<file path="config.mk">
export PLATFORM = sky130hd
export DESIGN_NAME = can_message_segmenter
export DESIGN_NICKNAME = d
export VERILOG_FILES = /design/src/design/cms_pkg.sv /design/src/design/cms_framer.sv /design/src/design/can_message_segmenter.sv
export SDC_FILE = /design/constraint.sdc
export NUM_CORES = 1
export LEC_CHECK = 0
export ABC_AREA = 1
export BUFFER_PORTS_ARGS = -buffer_cell sky130_fd_sc_hd__buf_4
export CAP_MARGIN = 20
export CORE_MARGIN = 1.5
export CORE_UTILIZATION = 35
export DETAILED_ROUTE_END_ITERATION = 8
export MAX_ROUTING_LAYER = met4
export SYNTH_ARGS = -nofsm -noshare
export SYNTH_HDL_FRONTEND = slang
export SYNTH_SLANG_ARGS = --single-unit
export TNS_END_PERCENT = 100
</file>
<file path="constraint.sdc">
create_clock -name clock -period 22 [get_ports clock]
set_input_delay 1.1 -clock clock [delete_from_list [all_inputs] [get_ports clock]]
set_output_delay 1.1 -clock clock [all_outputs]
set_load 0.01 [all_outputs]
</file>
<file path="src/design/cms_pkg.sv">
// ----------------------------------------------------------------------------
// cms_pkg
// Types and constants shared by the CAN message segmenter modules.
// ----------------------------------------------------------------------------
package cms_pkg;

   localparam int unsigned BYTE_W   = 8;
   localparam int unsigned ID_W     = 16;
   localparam int unsigned LEN_W    = 4;
   localparam int unsigned DATA_W   = 64;
   localparam int unsigned BUF_W    = 56;
   localparam int unsigned FILL_W   = 3;
   localparam int unsigned RSP_DATA_W = 88;

   // One CAN frame as produced by the framer.
   typedef struct packed {
      logic                  end_of_message;
      logic [DATA_W-1:0]     frame_data;
      logic [LEN_W-1:0]      frame_len;
      logic [ID_W-1:0]       frame_id;
   } cms_frame_type;

endpackage

</file>
<file path="src/design/cms_framer.sv">
// ----------------------------------------------------------------------------
// cms_framer
// Tracks the byte phase of the current message, gathers payload bytes and
// raises a frame when it is full or when the message ends.
// ----------------------------------------------------------------------------
module cms_framer import cms_pkg::*; #(
   parameter int unsigned PAYLOAD_PER_FRAME = 7
) (
   input  logic                 clock,
   input  logic                 reset,
   input  logic                 accept,
   input  logic [BYTE_W-1:0]    msg_byte,
   input  logic                 first,
   input  logic                 last,
   output logic                 emit,
   output cms_frame_type        frame
);

   localparam logic [1:0] PHASE_ADDR = 2'd0;
   localparam logic [1:0] PHASE_FUNC = 2'd1;
   localparam logic [1:0] PHASE_DATA = 2'd2;
   localparam int unsigned PBUF_W    = PAYLOAD_PER_FRAME * BYTE_W;
   localparam logic [FILL_W-1:0] FULL_COUNT = FILL_W'(PAYLOAD_PER_FRAME);

   logic [1:0]          phase_ff,   phase_in;
   logic [BYTE_W-1:0]   addr_ff,    addr_in;
   logic [BYTE_W-1:0]   func_ff,    func_in;
   logic [BYTE_W-1:0]   pkt_ff,     pkt_in;
   logic [FILL_W-1:0]   fill_ff,    fill_in;
   logic [PBUF_W-1:0]   buf_ff,     buf_in;
   logic [PBUF_W-1:0]   merged;
   logic [FILL_W-1:0]   count;

   // The incoming byte drops into the lane picked by the fill count.
   always_comb begin
      merged = buf_ff;
      for (int i = 0; i < PAYLOAD_PER_FRAME; i++) begin
         if (fill_ff == FILL_W'(i)) begin
            merged[i*BYTE_W +: BYTE_W] = msg_byte;
         end
      end
   end

   assign count = fill_ff + FILL_W'(1);

   always_comb begin
      phase_in = phase_ff;
      addr_in  = addr_ff;
      func_in  = func_ff;
      pkt_in   = pkt_ff;
      fill_in  = fill_ff;
      buf_in   = buf_ff;
      emit     = 1'b0;
      frame.frame_id       = {addr_ff, pkt_ff};
      frame.frame_len      = {1'b0, count} + LEN_W'(1);
      frame.frame_data     = {BUF_W'(merged), func_ff};
      frame.end_of_message = last;
      if (accept) begin
         if (first) begin
            // A start mark always opens a new message; a partial frame is lost.
            addr_in  = msg_byte;
            pkt_in   = '0;
            fill_in  = '0;
            buf_in   = '0;
            phase_in = last ? PHASE_ADDR : PHASE_FUNC;
         end else begin
            case (phase_ff)
               PHASE_FUNC: begin
                  func_in  = msg_byte;
                  phase_in = last ? PHASE_ADDR : PHASE_DATA;
               end
               PHASE_DATA: begin
                  if (last || count == FULL_COUNT) begin
                     emit    = 1'b1;
                     pkt_in  = pkt_ff + BYTE_W'(1);
                     fill_in = '0;
                     buf_in  = '0;
                     if (last) begin
                        phase_in = PHASE_ADDR;
                     end
                  end else begin
                     buf_in  = merged;
                     fill_in = count;
                  end
               end
               default: begin
                  // Bytes without a start mark are ignored here.
               end
            endcase
         end
      end
   end

   always_ff @(posedge clock) begin
      if (reset) begin
         phase_ff <= PHASE_ADDR;
         addr_ff  <= '0;
         func_ff  <= '0;
         pkt_ff   <= '0;
         fill_ff  <= '0;
         buf_ff   <= '0;
      end else begin
         phase_ff <= phase_in;
         addr_ff  <= addr_in;
         func_ff  <= func_in;
         pkt_ff   <= pkt_in;
         fill_ff  <= fill_in;
         buf_ff   <= buf_in;
      end
   end

   a_fill_bounded: assert property (@(posedge clock) disable iff (reset)
      fill_ff < FULL_COUNT)
      else $error("payload fill count reached a full frame without emitting");

   a_end_returns_to_addr: assert property (@(posedge clock) disable iff (reset)
      emit && last |=> phase_ff == PHASE_ADDR)
      else $error("final frame did not return to the address phase");

endmodule

</file>
<file path="src/design/can_message_segmenter.sv">
// ----------------------------------------------------------------------------
// can_message_segmenter
// Cuts a byte stream of command messages into CAN frames.
// ----------------------------------------------------------------------------
// Message bytes enter one per beat; req_tuser marks the address byte that
// starts a message and req_tlast the final byte. Every byte is handled in the
// cycle it is accepted, so a new byte can be taken every cycle while the
// second output entry is empty. A finished frame goes to a two-entry output
// register; input ready depends only on whether the second entry is occupied,
// so a waiting frame does not stall the input until a second one is waiting.
// ----------------------------------------------------------------------------
module can_message_segmenter import cms_pkg::*; #(
   parameter int unsigned PAYLOAD_PER_FRAME = 7
) (
   input  logic                  clock,
   input  logic                  reset,
   input  logic                  req_tvalid,
   output logic                  req_tready,
   input  logic [BYTE_W-1:0]     req_tdata,   // [7:0] msg_byte
   input  logic                  req_tuser,   // [0] first
   input  logic                  req_tlast,   // last
   output logic                  rsp_tvalid,
   input  logic                  rsp_tready,
   output logic [RSP_DATA_W-1:0] rsp_tdata,   // [15:0] frame_id, [19:16] frame_len,
                                              // [83:20] frame_data, [87:84] zero
   output logic                  rsp_tlast    // end_of_message
);

   logic          accept;
   logic          emit;
   cms_frame_type new_frame;
   logic          main_free;

   logic          main_valid_ff, main_valid_in;
   cms_frame_type main_ff,       main_in;
   logic          skid_valid_ff, skid_valid_in;
   cms_frame_type skid_ff,       skid_in;

   assign req_tready = !skid_valid_ff;
   assign accept     = req_tvalid && req_tready;

   cms_framer #(
      .PAYLOAD_PER_FRAME (PAYLOAD_PER_FRAME)
   ) u_framer (
      .clock    (clock),
      .reset    (reset),
      .accept   (accept),
      .msg_byte (req_tdata),
      .first    (req_tuser),
      .last     (req_tlast),
      .emit     (emit),
      .frame    (new_frame)
   );

   assign main_free = !main_valid_ff || rsp_tready;

   always_comb begin
      main_valid_in = main_valid_ff;
      main_in       = main_ff;
      skid_valid_in = skid_valid_ff;
      skid_in       = skid_ff;
      if (main_free) begin
         if (skid_valid_ff) begin
            main_valid_in = 1'b1;
            main_in       = skid_ff;
            skid_valid_in = emit;
            skid_in       = new_frame;
         end else begin
            main_valid_in = emit;
            main_in       = new_frame;
         end
      end else if (emit) begin
         skid_valid_in = 1'b1;
         skid_in       = new_frame;
      end
   end

   always_ff @(posedge clock) begin
      if (reset) begin
         main_valid_ff <= 1'b0;
         skid_valid_ff <= 1'b0;
      end else begin
         main_valid_ff <= main_valid_in;
         skid_valid_ff <= skid_valid_in;
      end
   end

   always_ff @(posedge clock) begin
      main_ff <= main_in;
      skid_ff <= skid_in;
   end

   assign rsp_tvalid = main_valid_ff;
   assign rsp_tdata  = {4'b0000, main_ff.frame_data, main_ff.frame_len, main_ff.frame_id};
   assign rsp_tlast  = main_ff.end_of_message;

   a_skid_behind_main: assert property (@(posedge clock) disable iff (reset)
      skid_valid_ff |-> main_valid_ff)
      else $error("second output entry holds a frame while the first is empty");

   a_skid_only_on_stall: assert property (@(posedge clock) disable iff (reset)
      $rose(skid_valid_ff) |-> $past(main_valid_ff && !rsp_tready))
      else $error("second output entry filled although the first was free");

   a_len_range: assert property (@(posedge clock) disable iff (reset)
      rsp_tvalid |-> main_ff.frame_len >= LEN_W'(2)
                     && main_ff.frame_len <= LEN_W'(PAYLOAD_PER_FRAME + 1))
      else $error("frame length outside the legal range");

endmodule
</file>
Word-level counts from Yosys, hierarchy flattened
Index checks and enable logic that the tools add are counted.
{"block": "op_classes", "reduce_logical": 16, "addsub": 3, "muxes": 34, "bitwise_logic": 1, "n_eq_ne": 12}
{"cell": "2-to-1 mux 85 bit", "n": 4}
{"cell": "2-to-1 mux 56 bit", "n": 3}
{"cell": "2-to-1 mux 8 bit", "n": 10}
{"cell": "equality test 3 bit (second input constant)", "n": 4}
{"cell": "2-to-1 mux 1 bit", "n": 9}
{"cell": "2-to-1 mux 3 bit", "n": 3}
{"cell": "adder 8 x 1 -> 8 bit (second input constant)", "n": 1}
{"cell": "2-to-1 mux 2 bit", "n": 4}
{"cell": "equality test 3 x 2 -> 1 bit (second input constant)", "n": 2}
{"cell": "AND reduction 2 bit", "n": 3}
{"cell": "AND reduction 3 bit", "n": 2}
{"cell": "nonzero test 2 bit", "n": 3}
{"cell": "adder 3 x 1 -> 4 bit (second input constant)", "n": 1}
{"cell": "one-hot mux 2 bit (2 select lines)", "n": 1}
{"cell": "AND reduction 4 bit", "n": 1}
{"cell": "adder 3 x 1 -> 3 bit (second input constant)", "n": 1}
{"cell": "equality test 3 x 1 -> 1 bit (second input constant)", "n": 1}
{"cell": "logical NOT 3 bit", "n": 1}
{"cell": "!= test 3 x 2 -> 1 bit (second input constant)", "n": 1}
{"cell": "!= test 3 bit (second input constant)", "n": 1}
{"cell": "nonzero test 3 bit", "n": 1}
{"cell": "equality test 2 x 1 -> 1 bit (second input constant)", "n": 1}
{"cell": "equality test 2 bit (second input constant)", "n": 1}
{"cell": "logical NOT 1 bit", "n": 2}
{"cell": "other kinds (4)", "n": 5}
{"block": "word_totals", "input_bits": 14, "word_cells": 82, "ff_bits": 257}

Logic depth before layout (Yosys ltp)
Gate-level depths: netlist (run 1).
{"block": "depth", "depth_word": 9, "depth_mapped": 12, "depth_no_buf": 11}

Cells and area by module
From an unflattened synthesis (run 1), not the netlist that was laid out.
{"block": "unflattened", "cells_unflattened": 1038, "area_unflattened_um2": 10349.9}
{"mod": "can_message_segmenter", "n_inst": 1, "cells_each": 467, "area_each_um2": 6334.8}
{"mod": "cms_framer", "n_inst": 1, "cells_each": 571, "area_each_um2": 4015.1}

Least setup slack after synthesis (run 1)
No wires, ideal clock.
{"block": "synth_timing", "kind": "in2reg", "start": "input port rsp_tready", "end": "register skid_ff[0] (netlist bit), enable pin", "n_path_buf": 0, "setup_ps": 556, "arrival_time_ps": 7484, "path_slack_ps": 13960, "t_required_ps": 21444, "path_stages": 3, "cell_sequence": "inv_1 nand2_1 a21oi_1"}
{"block": "synth_between", "elab_chain_cells": 3, "word_cells_on_any_way": 4, "classes_between": "eq/ne: 1; reduce/logical: 3"}
{"element": "from (decl)", "line_no": "can_message_segmenter.sv:23", "text": "input logic rsp_tready,"}
{"element": "logical OR 1 bit *", "line_no": "can_message_segmenter.sv:55", "text": "assign main_free = !main_valid_ff || rsp_tready;"}
{"element": "named net main_free", "line_no": "can_message_segmenter.sv:32", "text": "logic main_free;"}
{"element": "!= test 2 x 1 -> 1 bit (no source line) / nonzero test 2 bit (equally long branches)"}
{"element": "AND reduction 2 bit (no source line) *"}
{"element": "to (signal assigned)", "line_no": "can_message_segmenter.sv:90", "text": "skid_ff <= skid_in;"}
{"element": "to (decl)", "line_no": "can_message_segmenter.sv:37", "text": "cms_frame_type skid_ff, skid_in;"}
The timed path passes the listed nets; every way through them passes the cells marked *.
A chain may end at the register's enable or synchronous reset.

Worst setup path after layout (run 1)
{"block": "layout_timing", "start": "register skid_valid_ff", "end": "register u_framer.buf_ff[10]"}
{"block": "layout_between", "elab_chain_cells": 3}
{"element": "from (decl)", "line_no": "can_message_segmenter.sv:36", "text": "logic skid_valid_ff, skid_valid_in;"}
{"element": "from (signal assigned)", "line_no": "can_message_segmenter.sv:84", "text": "skid_valid_ff <= skid_valid_in;"}
{"element": "logical NOT 1 bit", "line_no": "can_message_segmenter.sv:39", "text": "assign req_tready = !skid_valid_ff;"}
{"element": "logical AND 1 bit", "line_no": "can_message_segmenter.sv:40", "text": "assign accept = req_tvalid && req_tready;"}
{"element": "AND reduction 2 bit (no source line)"}
{"element": "to (signal assigned)", "line_no": "cms_framer.sv:108", "text": "buf_ff <= buf_in;"}
{"element": "to (decl)", "line_no": "cms_framer.sv:30", "text": "logic [PBUF_W-1:0] buf_ff, buf_in;"}
Every way passes these cells.

==> impl_metrics.toml, run 1 <==
[status]
status = "complete, no violations"

[synth]
synth.distinct_cells = 26
ys_warn_count = 0
synth_cells = 1018
yosysSeqAreaShare = 0.6731
synth_area_um2 = 10170
postSynthAreaPerCell_um2 = 9.991
synth_seq_cells = 257

[place]
place_congestion = 0.7919
dp_cells = 1453
port_buffers = 100
place_area_um2 = 11190
dp_hpwl_mm = 13.16

[timing]
fin_worst_skew_ns = 0.006586
hold_violations = 0
layout_min_cycle_time_ns = 3.318
final-setup-viol-count = 0
tns_ns = 0
grt_setup_unrepaired = "no"
fmax_mhz = 301.4
slew_viol_final = 0
fin_hold_ws_ns = 0.4348
period_share = 0.1508
slew-limit-headroom = 0.3697
worst_pin_slew_ns = 0.9440

[floorplanning]
ios = 105
start_util = 0.3553
dieArea_um2 = 30090
die_h_um = 173.5
die_w_um = 173.5
core-area_um2 = 28630
num_rows = 62

[critical_path]
reg2reg_slack_ns = 18.68
slowest_delay_ns = 0.89
cpMaxStageDelayCell = "inv_2"
critPathCapture = "u_framer.buf_ff[10]"
criticalPathCategory = "flip-flop to flip-flop"
critPathLaunch = "skid_valid_ff"
cp_top_family = "buffers and inverters"
path_depth = 8
endpoint_kind = "flip-flop"
worstPathArrival_ns = 3.77
start_kind = "flip-flop"
critPathBufInv = 4
reg2reg_to = "u_framer.buf_ff[10]"
worstPathMaxFanout = 67
crit_chain = "inv_2 > buf_4 > nand2_2 > inv_4 > nand2_4 > inv_2 > o21ai_0 > nor2_1"
r2r_start = "skid_valid_ff"
reg2reg_depth = 8
crit_top_cell = "inv_2"
required_ns = 22.45

[global_route]
antenna_found_initial = 0
grt_overflow = 0
grt_pass1_vias = 6846
grt_max_degree = 109
grt_pass1_wl_mm = 37.13
grt_use_total = 0.1577

[pwr]
vdd_drop_max_v = 0.00005152
p_leak_nw = 4.964
p_per_area_nw_per_um2 = 85.78

[clock_network]
cts_root_buf = "clkbuf_16"
cts_hold_buffers = 0
cts_inserted_buffers = 26
max-clock-path-buffers = 3
clock_latency_ns = 0.52
htree_levels = 1
cts_tree = "built"
clock-sinks = 257
cts_setup_buffers = 0
clk_pin_slew_worst_paths_ns = 0.06
post_cts_resized = 0

[cells_and_area]
fin_cells = 1502
drive_gt1_frac = 0.1386
diodes = 0
postLayoutCellArea_um2 = 12050
final_util = 0.4208
nets = 1120
area_growth_pct = 18.43

[flow_run]
drv_cap = 0

[route]
route.vias.total = 7096
wl_per_cell_um = 15.38
drc_errors = 0
firstDrtPassIters = 5
drtAntennaViolNets = 0
viasPerCell = 4.724
drt_iter0_markers = 710
drt_wl_total_mm = 23.10

[hold_path]
hold_path_class = "flip-flop to flip-flop"
## registers in the layout, summed over array words and instances, names as in the netlist
| signal | count |
|---|---|
| skid_valid_ff | 1 |
| rsp_tvalid | 1 |
| skid_ff | 85 |
| u_framer.addr_ff | 8 |
| u_framer.pkt_ff | 8 |
| u_framer.phase_ff | 2 |
| rsp_tdata | 84 |
| u_framer.fill_ff | 3 |
| rsp_tlast | 1 |
| u_framer.buf_ff | 56 |
| u_framer.func_ff | 8 |
## per-layer routing
layer	wire length [um]	global-route usage
met1	10770	0.2116
met2	10700	0.2530
met3	1279	0.02544
met4	344	0.03261
met5	0	-
## power breakdown
part           internal, mW  switching (mW)
clock                 0.243           0.174
sequential            0.534         0.00738
combinational        0.0275          0.0479
total                 0.804           0.229
## how the worst min path moves through the flow
| stage | from | to | slack [ns] | depth (start not counted) |
|---|---|---|---|---|
| 2_1_floorplan | u_framer.addr_ff[2] | skid_ff[10] | 0.41 | 0 |
| 3_3_place_gp | u_framer.addr_ff[7] | skid_ff[15] | 0.41 | 0 |
| 3_5_place_dp | u_framer.addr_ff[6] | skid_ff[14] | 0.42 | 0 |
| 4_1_cts | u_framer.addr_ff[4] | skid_ff[12] | 0.44 | 0 |
| 5_1_grt | u_framer.addr_ff[7] | skid_ff[15] | 0.44 | 0 |
| 6_report | u_framer.addr_ff[4] | skid_ff[12] | 0.43 | 0 |
## synthesized netlist by cell type
cell type / number / area share
buf_6: 3 / 0.0033
inv_4: 1 / 0.00062
buf_2: 12 / 0.0059
o21ai_0: 140 / 0.069
a21oi_1: 76 / 0.037
inv_1: 38 / 0.014
nand3_2: 1 / 0.00098
o21ai_1: 15 / 0.0074
o211ai_1: 1 / 0.00074
conb_1: 1 / 0.00037
xnor2_1: 1 / 0.00086
nor2_1: 95 / 0.035
nand3_1: 6 / 0.0030
nand2_4: 1 / 0.0011
nand2_1: 307 / 0.11
clkbuf_1: 27 / 0.010
edfxtp_1: 170 / 0.50
dfxtp_1: 87 / 0.17
buf_4: 8 / 0.0059
buf_1: 7 / 0.0026
clkinv_1: 1 / 0.00037
ha_1: 7 / 0.0086
nor3_1: 2 / 0.00098
inv_2: 5 / 0.0018
nor2_2: 1 / 0.00062
nand2_2: 5 / 0.0031
## kinds of logic after synthesis
family / count (synthesis) / synth area share
flip-flops: 257 / 0.6731
buffers and inverters: 102 / 0.04453
XOR/XNOR: 1 / 0.0008613
AND/OR/NAND/NOR: 418 / 0.1581
AO/OA/AOI/OAI: 232 / 0.1144
other: 1 / 0.0003687
adder cells (fa/ha/maj): 7 / 0.008611
## worst register-to-register path, delay by kind of cell (launching register included)
kind | cells | cell delay (ns)
simple gates | 3 | 0.75
compound gates | 1 | 0.24
buf+inv | 4 | 1.79
flops | 1 | 0.47
## cell type report
cell class | instances | area (um2)
Fill cell | 2757 | 16580
Sequential cell | 257 | 6850
Multi-Input combinational cell | 662 | 2902
Timing Repair Buffer | 107 | 843.3
Clock buffer | 40 | 744.5
Tap cell | 384 | 480.5
Inverter | 45 | 171.4
Clock inverter | 7 | 53.80
## cells in the final DEF, fill, tap and decap left out, drive strengths merged
master / netlist / routed
xnor2: 1 / 1
dfxtp: 87 / 87
conb: 1 / 4
nor2: 96 / 96
nor3: 2 / 2
bufinv: 0 / 1
a21oi: 76 / 76
o211ai: 1 / 1
buf: 30 / 107
clkinv: 1 / 8
clkbuf: 27 / 40
o21ai: 155 / 155
ha: 7 / 7
nand3: 7 / 7
inv: 44 / 43
nand2: 313 / 313
edfxtp: 170 / 170
## through the flow
stage,power [mW],setup WS [ns]
6_report,1.033,18.68
5_1_grt,1.075,18.38
4_1_cts,1.047,18.27
3_5_place_dp,0.6274,18.28
3_3_place_gp,0.6262,18.36
2_1_floorplan,0.5944,13.96
No activity file was read; power rests on OpenSTA's default activity.
==> inputs of run 2 (changes only) <==
==> constraint.sdc (replaced) <==
create_clock -name clock -period 3.45 [get_ports clock]
set_input_delay 0.1725 -clock clock [delete_from_list [all_inputs] [get_ports clock]]
set_output_delay 0.1725 -clock clock [all_outputs]
set_load 0.01 [all_outputs]
==> run 2 against run 1 <==
Compared with the run above: via count increased by 1.3%; critical path type unchanged; total power increased to 6.5 times the previous value; first-iteration DRC count decreased by 29%; core utilization increased by 0.55 points; final area increased by 1.3%; sequential power increased to 6.4 times the previous value; sequential cell count unchanged; combinational power increased to 6.5 times the previous value; clock power increased to 6.7 times the previous value; register-to-register slack got worse by 18 ns; largest cell class unchanged.
==> impl_metrics.toml, run 2 (same netlist as run 1, synthesis figures left out) <==
[floorplanning]
core-area_um2 = 28630
start_util = 0.3553
num_rows = 62
dieArea_um2 = 30090
ios = 105
die_w_um = 173.5
die_h_um = 173.5

[cells_and_area]
largest_reg_flops = 85
largest_register = "skid_ff"
diodes = 0
final_cell_mix = "nand2_1 (306), edfxtp_1 (170), o21ai_0 (140)"
nets = 1136
fin_cells = 1519
drive_gt1_frac = 0.1427
mostFrequentLayoutCell = "nand2_1"
final_util = 0.4263
area_growth_pct = 19.98

[route]
viasPerCell = 4.731
wl_per_cell_um = 15.03
drt_wl_total_mm = 22.83
drc_errors = 0
drt_iter0_markers = 507
route.vias.total = 7187
firstDrtPassIters = 5
drtAntennaViolNets = 0

[critical_path]
worstPathArrival_ns = 2.84
reg2reg_slack_ns = 0.77
start_kind = "flip-flop"
required_ns = 3.61
endpoint_kind = "flip-flop"
worstPathMaxFanout = 38
criticalPathCategory = "flip-flop to flip-flop"

[pwr]
power_mw = 6.753
switching_share = 0.2225
p_int_mw = 5.250
switchingPower_mw = 1.503
p_leak_nw = 5.041
p_per_area_nw_per_um2 = 553.4
p_clk_frac = 0.416
combPwrFrac = 0.073
vdd_drop_max_v = 0.0004144
p_seq_frac = 0.511

[clock_network]
max-clock-path-buffers = 3
clock-sinks = 257
cts_tree = "built"
cts_root_buf = "clkbuf_16"
cts_inserted_buffers = 27
htree_levels = 1
cts_setup_buffers = 0
clk_pin_slew_worst_paths_ns = 0.06
clock_latency_ns = 0.52

[timing]
layout_min_cycle_time_ns = 2.684
hold_violations = 0
fin_worst_skew_ns = 0.01564
grt_setup_unrepaired = "no"
fmax_mhz = 372.6
final-setup-viol-count = 0
worst_pin_slew_ns = 0.9400
slew-limit-headroom = 0.3733
slew_viol_final = 0
fin_hold_ws_ns = 0.08707
period_share = 0.7779
tns_ns = 0

[global_route]
grt_max_degree = 71
grt_pass1_vias = 6882
grt_use_total = 0.1559
antenna_found_initial = 0
grt_pass1_wl_mm = 36.67
grt_overflow = 0

[place]
place_congestion = 0.8091
port_buffers = 100
dp_hpwl_mm = 13.56
dp_cells = 1458

[hold_path]
hold_path_class = "primary input to flip-flop"

[flow_run]
drv_cap = 0

[status]
status = "complete, no violations"
-- run 2: cell count changes in the layout (fill, tap and decap cells not counted), sizes merged --
cell | previous run | this run
dlygate4sd3 | 0 | 12
buf | 107 | 110
clkbuf | 40 | 35
clkinvlp | 0 | 2
bufinv | 1 | 3
clkinv | 8 | 11
-- run 2: power by group through the flow --
stage / Sequential [mW] / Combinational, mW / Clock, mW
finish: 3.45 / 0.491 / 2.81
global route: 3.46 / 0.552 / 3.00
CTS: 3.45 / 0.496 / 2.88
detailed placement: 3.51 / 0.484 / 0
global placement: 3.52 / 0.474 / 0
floorplan: 3.54 / 0.246 / 0
-- run 2: path summary, 6_finish.rpt --
check,endpoint,start,depth (start not counted)
max,skid_ff[59],u_framer.fill_ff[0],11
min reg2reg,skid_ff[10],u_framer.addr_ff[2],0
min,u_framer.phase_ff[0],req_tvalid,5
max reg2reg,skid_ff[59],u_framer.fill_ff[0],11
-- run 2: worst max-delay path, cell delays in order, from the launching register on --
cell	delay, ns
dfxtp_1	0.37
ha_1	0.23
ha_1	0.31
inv_1	0.08
ha_1	0.14
nor2_1	0.05
inv_1	0.04
nand2_1	0.05
nor2_2	0.25
nor2_1	0.11
a21oi_4	0.17
buf_4	0.47
-- run 2: per-layer routing --
| metal | vias up | routed length (um) | global-route usage |
|---|---|---|---|
| met4 | 0 | 499 | 0.04710 |
| met2 | 174 | 10330 | 0.2418 |
| li1 | 3602 | - | - |
| met5 | - | 0 | - |
| met1 | 3373 | 10880 | 0.2110 |
| met3 | 38 | 1112 | 0.02434 |
-- run 2: through the flow --
| stage | cell area, um2 | worst slack, ns |
|---|---|---|
| 2_1_floorplan | 10200 | 0.1094 |
| 3_3_place_gp | 11230 | 0.8482 |
| 3_5_place_dp | 11230 | 0.8003 |
| 4_1_cts | 12200 | 0.7819 |
| 5_1_grt | 12200 | 0.5886 |
| 6_report | 12200 | 0.7664 |
-- run 2: timing repair --
item,in CTS,in global routing
hold buffers,12,0
endpoints found under the hold margin,22,0
resized for setup,0,0
-- run 2: final cells by class --
cell class / instances / area, um2
tap: 384 / 480.5
timing repair buffer: 122 / 945.9
clock inverter: 14 / 147.6
clock buffer: 35 / 705.7
fill: 2733 / 16420
sequential: 257 / 6850
multi-input combinational: 662 / 2902
inverter: 45 / 171.4
